--- src/rtl/rmct_pkg.sv ---
package rmct_pkg;

  // Sample width and per-node counter width.
  localparam int VALUE_BITS = 10;
  localparam int COUNT_BITS = 16;

  // Heap-ordered tree: root at 1, leaves at 2^VALUE_BITS + offset value.
  localparam int NODE_BITS  = VALUE_BITS + 1;
  localparam int TREE_SIZE  = 2 ** NODE_BITS;
  localparam int LEVEL_BITS = $clog2(VALUE_BITS + 1);

  localparam logic [COUNT_BITS-1:0] COUNT_MAX = '1;

  // Commands from the controller to the datapath.
  typedef struct packed {
    logic clr;
    logic accept;
    logic ins_step;
    logic sel_init_hi;
    logic sel_init_lo;
    logic sel_read;
    logic sel_step;
    logic cap_a;
    logic cap_b;
    logic load_out;
  } rmct_cmd_t;

  // Status from the datapath back to the controller.
  typedef struct packed {
    logic clr_last;
    logic full;
    logic ins_done;
    logic sel_done;
    logic n_odd;
    logic out_free;
  } rmct_status_t;

endpackage

--- src/rtl/rmct_ctrl.sv ---
module rmct_ctrl (
  input  logic                   clk,
  input  logic                   rst,
  input  logic                   sample_valid,
  output logic                   sample_stall,
  input  rmct_pkg::rmct_status_t status,
  output rmct_pkg::rmct_cmd_t    cmd
);
  import rmct_pkg::*;

  typedef enum logic [2:0] {
    S_CLEAR,
    S_IDLE,
    S_INS,
    S_LOOK,
    S_STEP,
    S_DONE
  } state_t;

  state_t state;
  state_t state_next;
  logic   second;
  logic   second_next;

  always_comb begin
    cmd         = '0;
    state_next  = state;
    second_next = second;
    unique case (state)
      S_CLEAR: begin
        cmd.clr = 1'b1;
        if (status.clr_last) begin
          state_next = S_IDLE;
        end
      end
      S_IDLE: begin
        if (sample_valid) begin
          cmd.accept = 1'b1;
          state_next = S_INS;
        end
      end
      S_INS: begin
        if (status.ins_done) begin
          cmd.sel_init_hi = 1'b1;
          second_next     = 1'b0;
          state_next      = S_LOOK;
        end else begin
          cmd.ins_step = 1'b1;
        end
      end
      S_LOOK: begin
        if (!status.sel_done) begin
          cmd.sel_read = 1'b1;
          state_next   = S_STEP;
        end else if (!second) begin
          cmd.cap_a = 1'b1;
          if (status.n_odd) begin
            state_next = S_DONE;
          end else begin
            cmd.sel_init_lo = 1'b1;
            second_next     = 1'b1;
          end
        end else begin
          cmd.cap_b  = 1'b1;
          state_next = S_DONE;
        end
      end
      S_STEP: begin
        cmd.sel_step = 1'b1;
        state_next   = S_LOOK;
      end
      S_DONE: begin
        if (status.out_free) begin
          cmd.load_out = 1'b1;
          state_next   = S_IDLE;
        end
      end
      default: begin
        state_next = S_IDLE;
      end
    endcase
  end

  assign sample_stall = (state != S_IDLE);

  always_ff @(posedge clk) begin
    if (rst) begin
      state  <= S_CLEAR;
      second <= 1'b0;
    end else begin
      state  <= state_next;
      second <= second_next;
    end
  end

endmodule

--- config.mk ---
export PLATFORM = sky130hd
export DESIGN_NAME = rmct_ctrl
export DESIGN_NICKNAME = d
export VERILOG_FILES = /design/src/rtl/rmct_pkg.sv /design/src/rtl/rmct_ctrl.sv
export SDC_FILE = /design/constraint.sdc
export NUM_CORES = 1
export LEC_CHECK = 0
export BUFFER_PORTS_ARGS = -buffer_cell sky130_fd_sc_hd__buf_2
export CAP_MARGIN = 20
export CORE_AREA = 3 3 40 42
export CTS_CLUSTER_DIAMETER = 120
export DETAILED_ROUTE_END_ITERATION = 8
export DIE_AREA = 0 0 43 45
export GPL_TIMING_DRIVEN = 0
export HOLD_SLACK_MARGIN = 0.06
export REMOVE_ABC_BUFFERS = 1
export SLEW_MARGIN = 10
export SYNTH_ARGS = -nofsm -noshare
export SYNTH_HDL_FRONTEND = slang
export SYNTH_SLANG_ARGS = --single-unit
--- constraint.sdc ---
create_clock -name clk -period 1.84 [get_ports clk]
set_input_delay 0.092 -clock clk [delete_from_list [all_inputs] [get_ports clk]]
set_output_delay 0.092 -clock clk [all_outputs]
set_load 0.005 [all_outputs]
==> metrics <==
gr ovfl total 0; Horiz. Die Dim roughly 43 um; Worst-path clk slew roughly 0.04 ns; CTS tree yes; synthesized area 373 um2; CP Data Required Time roughly 2.0 ns; unique cell type count in the Yosys netlist 23; Clock Power Share approximately a third; first-pass GRT wire length between 1 and 1.5 mm; die footprint slightly below 0.002 mm2; post-route minimum period between 1.5 and 2 ns; Die H 45 um; drt total wl around 800 um; vias in the first global route roughly 300; Seq cells post-synth 4; R2R setup slack between 0.2 and 0.25 ns; Reg-to-Reg End state[2]; Hold Crit Depth 2; IR drop worst, VDD approximately 290 uV; nets@finish 76; total track usage 9.08%; final-report hold violation count 0; max-slew violation count 0; non-filler cells in the finished layout 80; post-synthesis sequential area ratio between 20 and 25%; largest net degree at the start of global routing 12; antenna violations before repair 0; Switch Pwr about 0.00011 W; Slew HR about 72%; cts hold-fix bufs 0; area leader, netlist dfxtp_1; core area 0.00128 mm2; kind of critical path register to register; Reg2Reg Depth 4; synth top area cells dfxtp_1 (21%), nor3_1 (8.1%), nor2_1 (8.1%); Avg Cell Area, Syn approximately 7.9 um2; drt first pass iters 4; Sequential cell area between 80 and 90 um2; Critical Path AT roughly 1.8 ns; max-cap viol count 0; status complete, no violations; layout cells sized above 1 between 40% and 50%; PD cells around 730 mW/mm2; worst hold start rst; Std-Cell Rows 13; Setup Viol. Count Final 0; CP cell instances mux2_2 -> o32ai_2 -> nor2_1 -> o31ai_1; setup ws final 0.245 ns; Fmax 627 MHz; Place WS about 0.22 ns; RSZ-0062 raised after global routing false; Post-DP HPWL 638 um; wire per inst ~10 um; fillers 135; GP Congestion roughly 0.73; cell family with most CP delay flip-flops; yosys warns 0; diode count 0; Mapped Cells 47; clk sinks 4; R2R Path Start state[1]; via count ~380; CTS buffer count 3; multi-input logic area ~240 um2; HP Class primary input to register; Post-route DRC 0; slowest CP cell dfxtp_1; deepest clock path buffer count 2; I/O Pins 20; Worst Hold End second; worst skew pair latency ~0.24 ns; Initial Util about 29%; worst-margin pin slew ~0.41 ns; CTS HTree Levels 1; Period Utilization, post-route between 80% and 90%; combinational share of power between 30% and 40%; LEAKAGE approximately 0.24 nW; Clock Tree Root clkbuf_4; Vias/cell roughly 4.7; switching share of total power around 34%; Synth top area share between 20% and 30%; internal power 0.000226 W; setup TNS 0 ns; Initial DRC Count 9; Final ANT Viol Nets 0; Buf/Inv on CP 0; Max FO, Critical Path 11; setup bufs post-CTS 0; DP Cell Count 77; CP endpoint kind register; I/O Buffers 18; CTS resizes 0; crit start category register; WHS between 0.1 and 0.15 ns; Final Skew ~0.0026 ns; Crit path largest cell delay around 0.56 ns; P&R area growth vs syn 24.8%; Seq pwr share a little over a third
[registers in the layout, summed over array words and instances (netlist names)]
name / cells
state: 3
second: 1
[worst max-delay path by stage]
stage,startpoint,end,slack (ns),cells after the start
floorplan,state[1],state[2],0.41,4
global placement,state[1],state[2],0.24,4
detailed placement,state[1],state[2],0.22,4
CTS,state[1],state[2],0.24,4
global route,state[1],state[2],0.15,4
finish,state[1],state[2],0.24,4
[through the flow]
| stage | utilization (%) | total power [W] | area [um2] |
|---|---|---|---|
| 2_1_floorplan | - | 0.000188 | 334 |
| 3_5_place_dp | 34.5 | 0.000230 | 443 |
| 3_3_place_gp | 34.5 | 0.000228 | 443 |
| 5_1_grt | 36.2 | 0.000367 | 465 |
| 4_1_cts | 36.2 | 0.000350 | 465 |
| 6_report | 36.2 | 0.000340 | 465 |
[layout make-up]
cell class,count,area share [%]
inverters,5,4.03
flip-flops and latches,4,17.2
repair buffers,18,19.4
well taps,15,4.03
multi-input cells,35,50.5
clock buffers,3,4.84
[Yosys cell counts]
cell / count
mux2i_1: 1
nand3b_4: 1
nand2b_1: 2
mux2_2: 1
nor2_1: 8
inv_1: 5
dfxtp_1: 4
mux2_4: 1
or2b_1: 1
buf_4: 1
or4_1: 2
o32ai_2: 1
o31ai_1: 1
o21ai_0: 2
xor2_1: 1
o21ai_1: 1
nand2_1: 3
buf_12: 1
a311oi_1: 1
and3_1: 1
nor3_1: 6
nor3_2: 1
buf_6: 1
[kinds of logic after synthesis]
logic type / synth area share, %
simple gates: 38.3
mux: 9.73
buf+inv: 15.4
compound gates: 12.8
xor+xnor: 2.35
flops: 21.5
[per-layer routing]
layer / GRT usage, % / wire length (um) / part of all wire [%] / vias up
met5: 0 / 0 / 0 / -
met4: 3.61 / 5 / 0.61 / 0
met2: 12.9 / 322 / 39 / 20
li1: - / - / - / 198
met1: 10.6 / 381 / 46 / 157
met3: 6.37 / 113 / 14 / 2
[power by group through the flow]
stage	Sequential (W)	Clock (W)	Combinational (W)
detailed placement	0.000126	0	0.000104
finish	0.000124	0.000114	0.000103
floorplan	0.000119	0	0.0000689
global placement	0.000126	0	0.000102
global route	0.000126	0.000128	0.000114
CTS	0.000124	0.000122	0.000104
[cell usage in the layout (no fill, tap or decap)]
master | netlist | final
a311oi_1 | 1 | 1
and3_1 | 1 | 1
buf_2 | 0 | 18
clkbuf_4 | 0 | 3
dfxtp_1 | 4 | 4
inv_1 | 5 | 5
mux2_2 | 1 | 1
mux2_4 | 1 | 1
mux2i_1 | 1 | 1
nand2_1 | 3 | 3
nand2b_1 | 2 | 2
nand3b_4 | 1 | 1
nor2_1 | 8 | 8
nor3_1 | 6 | 6
nor3_2 | 1 | 1
o21ai_0 | 2 | 2
o21ai_1 | 1 | 1
o31ai_1 | 1 | 1
o32ai_2 | 1 | 1
or2b_1 | 1 | 1
or4_1 | 2 | 2
xor2_1 | 1 | 1
No activity file was read; power rests on OpenSTA's default activity.
